==> src/rtl/csvt_pkg.sv <==
package csvt_pkg;

    localparam int MAX_FIELDS = 64;
    // Field indices stop at the top of the six-bit field, or earlier for small limits.
    localparam logic [5:0] FIELD_TOP = (MAX_FIELDS > 64) ? 6'd63 : 6'(MAX_FIELDS - 1);

    localparam int MAX_RESULTS = 4;
    localparam int RES_IW = $clog2(MAX_RESULTS);
    localparam int RES_CW = RES_IW + 1;

    localparam logic [7:0] BOM_BYTE0 = 8'hEF;
    localparam logic [7:0] BOM_BYTE1 = 8'hBB;
    localparam logic [7:0] BOM_BYTE2 = 8'hBF;
    localparam logic [7:0] CH_CR     = 8'h0D;
    localparam logic [7:0] CH_LF     = 8'h0A;
    localparam logic [7:0] CH_QUOTE  = 8'h22;
    localparam logic [7:0] CH_COMMA  = 8'h2C;

    typedef enum logic
    {
        OP_BYTE = 1'b0,
        OP_EOF  = 1'b1
    } op_t;

    typedef enum logic [1:0]
    {
        KIND_DATA       = 2'd0,
        KIND_FIELD_END  = 2'd1,
        KIND_RECORD_END = 2'd2,
        KIND_EMPTY_FILE = 2'd3
    } kind_t;

    typedef enum logic [1:0]
    {
        BOM_START     = 2'd0,
        BOM_SEEN_EF   = 2'd1,
        BOM_SEEN_EFBB = 2'd2,
        BOM_DONE      = 2'd3
    } bom_t;

    typedef struct packed
    {
        op_t        opcode;
        logic [7:0] byte_in;
    } in_t;

    typedef struct packed
    {
        kind_t      kind;
        logic [7:0] value;
        logic [5:0] field_index;
        logic       is_header;
        logic       beyond_header;
        logic       last;
    } res_t;

    typedef struct packed
    {
        bom_t       bom_phase;
        logic       held_cr;
        logic       quoting;
        logic       quote_pending;
        logic       line_has_bytes;
        logic       on_header_line;
        logic       seen_any_byte;
        logic [5:0] current_field;
        logic [6:0] header_field_count;
        logic       field_overflow;
    } st_t;

    typedef struct packed
    {
        res_t [MAX_RESULTS-1:0] res;
        logic [RES_CW-1:0]      cnt;
    } bundle_t;

    localparam st_t ST_RESET = '{
        bom_phase:          BOM_START,
        held_cr:            1'b0,
        quoting:            1'b0,
        quote_pending:      1'b0,
        line_has_bytes:     1'b0,
        on_header_line:     1'b1,
        seen_any_byte:      1'b0,
        current_field:      6'd0,
        header_field_count: 7'd0,
        field_overflow:     1'b0
    };

endpackage

==> src/rtl/csvt_out_buf.sv <==
module csvt_out_buf
(
    input  logic              clk,
    input  logic              rst_n,
    input  logic              load,
    input  csvt_pkg::bundle_t bundle,
    output logic              free,
    output logic              out_valid,
    input  logic              out_stall,
    output csvt_pkg::res_t    out_data
);

    csvt_pkg::res_t [csvt_pkg::MAX_RESULTS-1:0] res_reg;
    logic [csvt_pkg::RES_CW-1:0]                cnt_reg;
    logic [csvt_pkg::RES_IW-1:0]                pos_reg;
    logic                                       pop;
    logic                                       done;

    assign out_valid = (cnt_reg != '0);
    assign out_data  = res_reg[pos_reg];
    assign pop       = out_valid && !out_stall;
    assign done      = pop && (({1'b0, pos_reg} + csvt_pkg::RES_CW'(1)) == cnt_reg);
    // The buffer can take a new group of results in the cycle its last one leaves.
    assign free      = !out_valid || done;

    always_ff @(posedge clk or negedge rst_n)
    begin
        if (!rst_n)
        begin
            cnt_reg <= '0;
            pos_reg <= '0;
        end
        else if (load)
        begin
            cnt_reg <= bundle.cnt;
            pos_reg <= '0;
        end
        else if (done)
        begin
            cnt_reg <= '0;
            pos_reg <= '0;
        end
        else if (pop)
        begin
            pos_reg <= pos_reg + csvt_pkg::RES_IW'(1);
        end
    end

    always_ff @(posedge clk)
    begin
        if (load)
        begin
            res_reg <= bundle.res;
        end
    end

endmodule

==> config.mk <==
export PLATFORM = sky130hd
export DESIGN_NAME = csvt_out_buf
export DESIGN_NICKNAME = d
export VERILOG_FILES = /design/src/rtl/csvt_pkg.sv /design/src/rtl/csvt_out_buf.sv
export SDC_FILE = /design/constraint.sdc
export NUM_CORES = 1
export LEC_CHECK = 0
export BUFFER_PORTS_ARGS = -buffer_cell sky130_fd_sc_hd__buf_2
export CAP_MARGIN = 5
export CORE_MARGIN = 8
export CORE_UTILIZATION = 30
export CTS_BUF_LIST = sky130_fd_sc_hd__clkbuf_4 sky130_fd_sc_hd__clkbuf_8
export DETAILED_ROUTE_END_ITERATION = 7
export HOLD_SLACK_MARGIN = 0.15
export PLACE_DENSITY = 0.54
export SETUP_SLACK_MARGIN = 0.4
export SLEW_MARGIN = 10
export SYNTH_ARGS = -nofsm -noshare
export SYNTH_HDL_FRONTEND = slang
export SYNTH_SLANG_ARGS = --single-unit
export TNS_END_PERCENT = 30
==> constraint.sdc <==
create_clock -name clk -period 2.7 [get_ports clk]
set_input_delay 0.135 -clock clk [delete_from_list [all_inputs] [get_ports clk]]
set_output_delay 0.135 -clock clk [all_outputs]
set_load 0.005 [all_outputs]
==> results.yml, run 1 <==
synthesis:
  syn_nets: 215
  synth_warnings: 0
  synthCells: 131
  syn-cell-area_um2: 3029
  synth-seq-cells: 81
  netlist-cell-type-count: 20
  yosysSeqAreaShare: 0.7947
  syn_avg_cell_area_um2: 23.12
clock_network:
  cts-root-buf: "clkbuf_8"
  clkLatencyLatePin_ns: 0.33
  cts_tree: "done"
  clock_path_buffers: 2
  clock_sinks: 81
  post-cts-setup-buffers: 0
  htree_levels: 3
  clkTransAtPathRegs_ns: 0.08
  cts-buffers-inserted: 9
  ctsResizeCount: 0
routing:
  drc: 0
  viasPerCell: 4.214
  wl_per_cell_um: 16.43
  ant_nets: 0
  drt_wl_total_um: 7609
  drt-pass1-iter-count: 4
  dr.first_iter.drc_count: 123
  vias: 1951
grt:
  grt_remaining_overflow: 0
  grt_usage: 0.1182
  grt_antenna_before_repair: 0
  grt_pass1_vias: 2290
  grt_pass1_wl_um: 11770
  grt_max_degree: 87
worst_hold_path:
  hp-class: "input port to flip-flop"
  worstHoldStart: "load"
status:
  status: "complete, no violations"
setup_path:
  required_ns: 2.57
  crit_arrival_ns: 1.93
  path_max_fanout: 10
  endpoint_kind: "primary output"
  crit_path_start_kind: "flip-flop"
  cp_top_family: "simple AND/OR/NAND/NOR gates"
  crit_start: "pos_reg[0]"
  critPathMaxStageDelay_ns: 0.38
  crit_type: "flip-flop to primary output"
  cp_slowest_cell: "dfrtp_1"
  worstPathCellList: "buf_4 -> ha_1 -> xor2_1 -> nor4_2 -> or2_1 -> buf_2"
  path_buf_inv: 2
  rr_startpoint: "pos_reg[0]"
finish:
  antenna_cells: 0
  final_util: 0.4804
  nets: 409
  fillers: 845
  drive_gt1_frac: 0.4242
  area_delta_synth_final_pct: 55.02
  largest_reg_flops: 76
floorplan:
  die_area_um2: 13570
  die_y_um: 116.5
  start_util: 0.3099
  num_rows: 36
  coreArea_um2: 9774
  ioPinCount: 104
  fp.dieW_um: 116.5
sta:
  setup_slack_ns: 0.6340
  finalMaxSlewViolations: 0
  fin_crit_sh: 0.7652
  setup_viol: 0
  rsz0062_at_grt: "no"
  final.min_clock_period_ns: 2.066
  fmax_ghz: 0.4840
  hold_ws_ns: 0.4842
  hold_viol_final: 0
  relSlewSlack: 0.3060
  worstMarginPinSlew_ns: 1.041
  finalClockSkew_ns: 0.001367
  tns_ns: 0
power_and_ir_drop:
  power_uw: 2726
  vdd_drop_max_uv: 329.3
  p_per_area_nw_per_um2: 580.6
  p_leak_uw: 0.001813
flow_run:
  cap_violations: 0
placed_design:
  io_buffers: 103
  gp_congestion: 0.6927
  preCtsSetupSlack_ns: 0.9764
## through the flow
step / cell area [µm²] / cells
2_1_floorplan: 3029 / 131
3_3_place_gp: 3709 / 365
3_5_place_dp: 3709 / 365
4_1_cts: 4696 / 463
5_1_grt: 4696 / 463
6_report: 4696 / 463
## worst register-to-register path: stages (launching register included)
cell and delay, ns:
dfrtp_1 0.38, buf_4 0.20, ha_1 0.33, xor2_1 0.17, nor4_2 0.26, o21ai_0 0.16
## power by group
group          total [µW]  internal [µW]  switching [µW]  leakage, µW
Clock                 760            336             424    0.0000768
Sequential           1510           1480            28.2     0.000808
Combinational         453            274             179     0.000928
## cells in the final DEF (no fill, tap or decap), types with 2 or more instances in the layout
cell type	n
nand2b_1	3
o21ai_0	5
dlygate4sd3_1	82
nor3_1	2
clkbuf_8	9
buf_4	4
mux4_2	19
nand2_1	3
clkinvlp_4	3
xor2_1	2
buf_2	102
o21ai_1	2
edfxtp_1	76
dfrtp_1	5
clkinv_1	2
nor2b_1	2
## worst paths after layout
check / depth (start not counted) / slack (ns) / to
setup / recovery: 6 / 0.63 / free
hold / removal: 3 / 0.48 / cnt_reg[1]
setup reg to reg: 5 / 1.07 / cnt_reg[0]
hold reg to reg: 2 / 0.59 / cnt_reg[2]
max in group asynchronous: 3 / 1.77 / pos_reg[0]
min in group asynchronous: 3 / 0.73 / cnt_reg[1]
## cell type report
type / count / area [µm²] / area share
sequential: 81 / 2407 / 0.5127
inverter: 1 / 3.754 / 0.0007994
tap: 133 / 166.4 / 0.03544
clock buffer: 10 / 131.4 / 0.02798
timing repair buffer: 188 / 1361 / 0.2899
clock inverter: 6 / 35.03 / 0.007461
multi-input combinational: 44 / 590.6 / 0.1258
## Yosys cell counts (all sizes together)
cell | instances | area share
dfrtp | 5 | 0.041
buf | 2 | 0.0050
nand2 | 3 | 0.0037
or4 | 1 | 0.0025
nor2b | 2 | 0.0041
o21ai | 7 | 0.012
inv | 1 | 0.0012
nor4 | 1 | 0.0041
nand2b | 3 | 0.0062
clkbuf | 3 | 0.0041
edfxtp | 76 | 0.75
ha | 1 | 0.0041
or4b | 1 | 0.0033
mux4 | 19 | 0.14
or2 | 1 | 0.0021
nor3 | 2 | 0.0033
xnor2 | 1 | 0.0029
xor2 | 2 | 0.0058
## metal layers
| layer | GRT usage | share of wire |
|---|---|---|
| met1 | 0.1219 | 0.37 |
| met2 | 0.2157 | 0.57 |
| met3 | 0.02585 | 0.040 |
| met4 | 0.07001 | 0.027 |
| met5 | 0 | 0 |
## cells by family (layout without fill, tap and decap cells)
| family | after synthesis | in the layout | synth area share |
|---|---|---|---|
| AOI/OAI and AO/OA | 7 | 7 | 0.01156 |
| xor gates and xnor gates | 3 | 3 | 0.008676 |
| adders and majority gates | 1 | 1 | 0.004130 |
| buffers and inverters | 6 | 205 | 0.01032 |
| DFF | 81 | 81 | 0.7947 |
| muxes | 19 | 19 | 0.1413 |
| and+or+nand+nor | 14 | 14 | 0.02933 |
## what timing repair did
| action | 4_1_cts | 5_1_grt |
|---|---|---|
| hold buffers | 82 | 0 |
| endpoints found under the setup margin | 0 | 0 |
| hold endpoints to repair | 86 | 0 |
Note: power is estimated with default switching activity, not from simulation.
==> inputs of run 2 (changes only) <==
--- a/config.mk
+++ b/config.mk
@@ -12,7 +12,7 @@
 export CTS_BUF_LIST = sky130_fd_sc_hd__clkbuf_4 sky130_fd_sc_hd__clkbuf_8
 export DETAILED_ROUTE_END_ITERATION = 7
 export HOLD_SLACK_MARGIN = 0.15
-export PLACE_DENSITY = 0.54
+export PLACE_DENSITY = 0.56
 export SETUP_SLACK_MARGIN = 0.4
 export SLEW_MARGIN = 10
 export SYNTH_ARGS = -nofsm -noshare
==> constraint.sdc (replaced) <==
create_clock -name clk -period 1.9 [get_ports clk]
set_input_delay 0.095 -clock clk [delete_from_list [all_inputs] [get_ports clk]]
set_output_delay 0.095 -clock clk [all_outputs]
set_load 0.005 [all_outputs]
==> run 2 against run 1 <==
Effect of this change:
- total power rose by 52%
- clock power rose by 66%
- critical path depth fell by 1
- via count rose by 3.0%
- sequential power rose by 43%
- critical endpoint unchanged
- largest cell class unchanged
- largest power group unchanged
- highest routed layer unchanged
==> results.yml, run 2 (same netlist as run 1, synthesis figures left out) <==
setup_path:
  endpoint_kind: "primary output"
  crit_type: "flip-flop to primary output"
  required_ns: 1.80
  path_max_fanout: 4
  crit_path_start_kind: "flip-flop"
  crit_arrival_ns: 1.73
placed_design:
  hpwl_um: 4816
  io_buffers: 103
  gp_congestion: 0.7311
  place_inst: 367
  preCtsSetupSlack_ns: 0.4416
clock_network:
  cts-root-buf: "clkbuf_8"
  clock_sinks: 81
  clkTransAtPathRegs_ns: 0.08
  cts-buffers-inserted: 9
  clock_path_buffers: 2
  htree_levels: 3
  cts_tree: "done"
  clkLatencyLatePin_ns: 0.33
sta:
  final.min_clock_period_ns: 1.821
  relSlewSlack: 0.6261
  rsz0062_at_grt: "yes"
  worstMarginPinSlew_ns: 0.5566
  fin_crit_sh: 0.9583
  hold_ws_ns: 0.2380
  hold_viol_final: 0
  finalMaxSlewViolations: 0
  finalClockSkew_ns: 0.006169
  fmax_ghz: 0.5492
  setup_slack_ns: 0.07917
  tns_ns: 0
  setup_viol: 0
routing:
  viasPerCell: 4.286
  dr.first_iter.drc_count: 102
  ant_nets: 0
  vias: 2010
  drt-pass1-iter-count: 5
  wl_per_cell_um: 16.59
  drt_wl_total_um: 7783
  drc: 0
finish:
  area_delta_synth_final_pct: 60.39
  largest_reg_flops: 76
  mostFrequentLayoutCell: "buf_2"
  final_cells: 469
  final_cell_mix: "102 x buf_2, 82 x dlygate4sd3_1, 76 x edfxtp_1"
  nets: 415
  drive_gt1_frac: 0.4524
  antenna_cells: 0
floorplan:
  fp.dieW_um: 116.5
  coreArea_um2: 9774
  die_y_um: 116.5
  die_area_um2: 13570
  start_util: 0.3099
  ioPinCount: 104
  num_rows: 36
power_and_ir_drop:
  p_leak_uw: 0.001882
  vdd_drop_max_uv: 361.2
  p_per_area_nw_per_um2: 852.1
  power_uw: 4140
grt:
  grt_pass1_wl_um: 12010
  grt_usage: 0.1190
  grt_pass1_vias: 2381
  grt_antenna_before_repair: 0
  grt_remaining_overflow: 0
  grt_max_degree: 39
flow_run:
  cap_violations: 0
status:
  status: "complete, no violations"
worst_hold_path:
  hp-class: "input port to flip-flop"
## run 2: through the flow
stage / util / area [µm²]
after detailed placement: 0.3822 / 3736
after global placement: 0.3822 / 3736
after floorplan: - / 3029
final: 0.4971 / 4858
after CTS: 0.4917 / 4806
after global routing: 0.4971 / 4858
## run 2: what timing repair did
| action | 4_1_cts | 5_1_grt |
|---|---|---|
| resized for setup | 8 | 2 |
| gates cloned | 0 | 1 |
| endpoints found under the hold margin | 86 | 0 |
| buffers inserted | 1 | 2 |
| setup endpoints to repair | 21 | 24 |
| pin swaps | 1 | 3 |
| hold buffers | 82 | 0 |
## run 2: worst paths after layout
check	startpoint	end	slack (ns)	cells after the start
max reg2reg	pos_reg[0]	cnt_reg[1]	0.32	6
min reg2reg	cnt_reg[2]	cnt_reg[2]	0.59	2
min in group asynchronous	rst_n	cnt_reg[0]	0.70	3
min	load	res_reg[53]	0.24	1
max	pos_reg[0]	free	0.08	5
max in group asynchronous	rst_n	pos_reg[0]	0.99	3
## run 2: power by group
group	total [µW]	switching (µW)	leakage, µW	internal [µW]
Combinational	722	270	0.000979	452
Clock	1260	603	0.0000971	655
Sequential	2160	51.7	0.000806	2110
Total	4140	925	0.00188	3220
## run 2: layout make-up
type / instances / area, µm²
inverters: 1 / 3.754
well taps: 133 / 166.4
clock buffers: 12 / 146.4
clock inverters: 4 / 53.80
repair buffers: 194 / 1461
fillers: 822 / 4916
multi-input cells: 44 / 618.1
flip-flops and latches: 81 / 2409
## run 2: critical path: stages, from the launching register on
cell     delay [ns]
dfrtp_2        0.49
ha_4           0.31
xor2_2         0.18
nor4_2         0.07
or2_1          0.22
buf_2          0.13
## run 2: layer usage
| layer | global-route usage | wire length, µm | up-vias |
|---|---|---|---|
| met5 | 0 | 0 | - |
| met4 | 0.05445 | 155 | 0 |
| met3 | 0.02792 | 296 | 12 |
| met2 | 0.2227 | 4404 | 53 |
| met1 | 0.1230 | 2926 | 1003 |
| li1 | - | - | 942 |
==> inputs of run 3 (changes only) <==
--- a/config.mk
+++ b/config.mk
@@ -13,9 +13,10 @@
 export DETAILED_ROUTE_END_ITERATION = 7
 export HOLD_SLACK_MARGIN = 0.15
 export PLACE_DENSITY = 0.56
+export REMOVE_ABC_BUFFERS = 1
 export SETUP_SLACK_MARGIN = 0.4
 export SLEW_MARGIN = 10
 export SYNTH_ARGS = -nofsm -noshare
 export SYNTH_HDL_FRONTEND = slang
 export SYNTH_SLANG_ARGS = --single-unit
-export TNS_END_PERCENT = 30
+export TNS_END_PERCENT = 10
==> run 3 against run 2 <==
Effect of this change:
- sequential power about the same
- wire length shrank 4.0%
- clock-buffer cell count decreased by 3
- critical path depth did not move
- combinational power decreased by 5.4%
- clock power fell by 9.5%
- highest routed layer unchanged
- critical path type unchanged
- hold slack better by 0.056 ns
- critical endpoint unchanged
- core utilization is 0.63 points lower
- die area is the same
==> results.yml, run 3 (same netlist as run 1, synthesis figures left out) <==
sta:
  fin_crit_sh: 0.9617
  fmax_ghz: 0.5473
  final.min_clock_period_ns: 1.827
  finalMaxSlewViolations: 0
  setup_viol: 0
  finalClockSkew_ns: 0.005121
  worstMarginPinSlew_ns: 0.6409
  rsz0062_at_grt: "yes"
  relSlewSlack: 0.5728
  hold_viol_final: 0
  hold_ws_ns: 0.2940
floorplan:
  ioPinCount: 104
  coreArea_um2: 9774
  num_rows: 36
  fp.dieW_um: 116.5
  die_y_um: 116.5
  die_area_um2: 13570
  start_util: 0.3099
setup_path:
  crit_arrival_ns: 1.73
  cp_slowest_cell: "dfrtp_1"
  crit_type: "flip-flop to primary output"
  cp_top_family: "simple AND/OR/NAND/NOR gates"
  path_buf_inv: 1
  path_max_fanout: 2
  crit_path_start_kind: "flip-flop"
  worstPathCellList: "ha_4 -> xor2_2 -> nor4_2 -> or2_1 -> buf_2"
  critPathMaxStageDelay_ns: 0.42
  endpoint_kind: "primary output"
  required_ns: 1.80
power_and_ir_drop:
  p_sw_frac: 0.2415
  p_seq_frac: 0.541
  clkPwrFrac: 0.287
  p_per_area_nw_per_um2: 829.0
  p_leak_uw: 0.001855
  power.switching_uw: 960.3
  p_int_uw: 3016
  comb_power_share: 0.172
  vdd_drop_max_uv: 428.2
routing:
  drc: 0
  drt_wl_total_um: 7468
  ant_nets: 0
  dr.first_iter.drc_count: 89
  wl_per_cell_um: 15.96
  drt-pass1-iter-count: 4
  viasPerCell: 4.203
  vias: 1967
clock_network:
  cts-root-buf: "clkbuf_8"
  cts_tree: "done"
  clkLatencyLatePin_ns: 0.34
  clock_path_buffers: 2
  clock_sinks: 81
  htree_levels: 3
  clkTransAtPathRegs_ns: 0.09
  cts-buffers-inserted: 9
placed_design:
  io_buffers: 103
  hpwl_um: 4701
  gp_congestion: 0.6960
  placed_area_um2: 3744
worst_hold_path:
  hp-class: "input port to flip-flop"
grt:
  grt_max_degree: 54
  grt_pass1_wl_um: 11630
  grt_antenna_before_repair: 0
  grt_usage: 0.1153
  grt_pass1_vias: 2339
  grt_remaining_overflow: 0
finish:
  drive_gt1_frac: 0.4567
  antenna_cells: 0
  mostFrequentLayoutCell: "buf_2"
  largest_reg_flops: 76
  final_area_um2: 4797
  nets: 414
  final_cell_mix: "102 x buf_2, 82 x dlygate4sd3_1, 76 x edfxtp_1"
  area_delta_synth_final_pct: 58.36
status:
  status: "complete, no violations"
flow_run:
  cap_violations: 0
==> run 3: cell count changes in the layout (fill, tap and decap cells not counted), sizes merged <==
cell    before  now
clkbuf      13    9
clkinv       1    2
bufinv       1    0
inv          1    4
==> run 3: metal layers <==
metal  wire length (µm)  GRT usage  share of wire  vias up
met2               4006     0.2030           0.54       70
met3                518    0.04188          0.069       10
met1               2847     0.1269           0.38      947
met4                 95    0.03544          0.013        0
li1                   -          -              -      940
met5                  0          0              0        -
==> run 3: path summary, 6_finish.rpt <==
path	start	to	slack, ns	depth (start not counted)
setup / recovery	pos_reg[1]	free	0.07	5
hold / removal	load	res_reg[61]	0.29	1
setup reg to reg	pos_reg[1]	cnt_reg[0]	0.40	5
hold reg to reg	cnt_reg[0]	cnt_reg[0]	0.60	2
max in group asynchronous	rst_n	pos_reg[0]	1.02	3
min in group asynchronous	rst_n	cnt_reg[2]	0.67	3
==> run 3: area by class of cell <==
type / count / area, µm²
multi-input cells: 44 / 626.9
inverters: 1 / 3.754
fillers: 804 / 4977
well taps: 133 / 166.4
clock buffers: 9 / 123.9
flip-flops and latches: 81 / 2409
clock inverters: 7 / 52.55
repair buffers: 193 / 1415
==> run 3: power groups by stage <==
stage / Combinational (µW) / Sequential, µW / Clock (µW)
2_1_floorplan: 210 / 2210 / 0
3_3_place_gp: 525 / 2190 / 0
3_5_place_dp: 529 / 2190 / 0
4_1_cts: 659 / 2150 / 1180
5_1_grt: 748 / 2170 / 1270
6_report: 683 / 2150 / 1140
==> run 3: timing repair <==
| item | in CTS | in global routing |
|---|---|---|
| pin swaps | 0 | 6 |
| setup buffers | 0 | 2 |
| hold endpoints to repair | 86 | 0 |
| endpoints found under the setup margin | 21 | 24 |
| resized for setup | 0 | 11 |
| hold buffers | 82 | 0 |
==> run 3: stage by stage <==
step | TNS, ns | cells | setup WS (ns) | util | power [µW]
floorplan | -0.5149 | 126 | -0.1081 | - | 2424
global route | -0.04642 | 468 | -0.04642 | 0.4908 | 4191
detailed placement | 0 | 368 | 0.4229 | 0.3830 | 2719
CTS | 0 | 466 | 0.03220 | 0.4850 | 3993
global placement | 0 | 368 | 0.4338 | 0.3830 | 2711
finish | 0 | 468 | 0.07275 | 0.4908 | 3977
==> run 3: worst register-to-register path, delay by kind of cell (launching register included) <==
family                   cells  cell delay (ns)
buffers and inverters        1             0.19
AND/OR/NAND/NOR              1             0.32
adder cells (fa/ha/maj)      1             0.26
flip-flops                   1             0.42
XOR/XNOR                     1             0.15
AO/OA/AOI/OAI                1             0.05
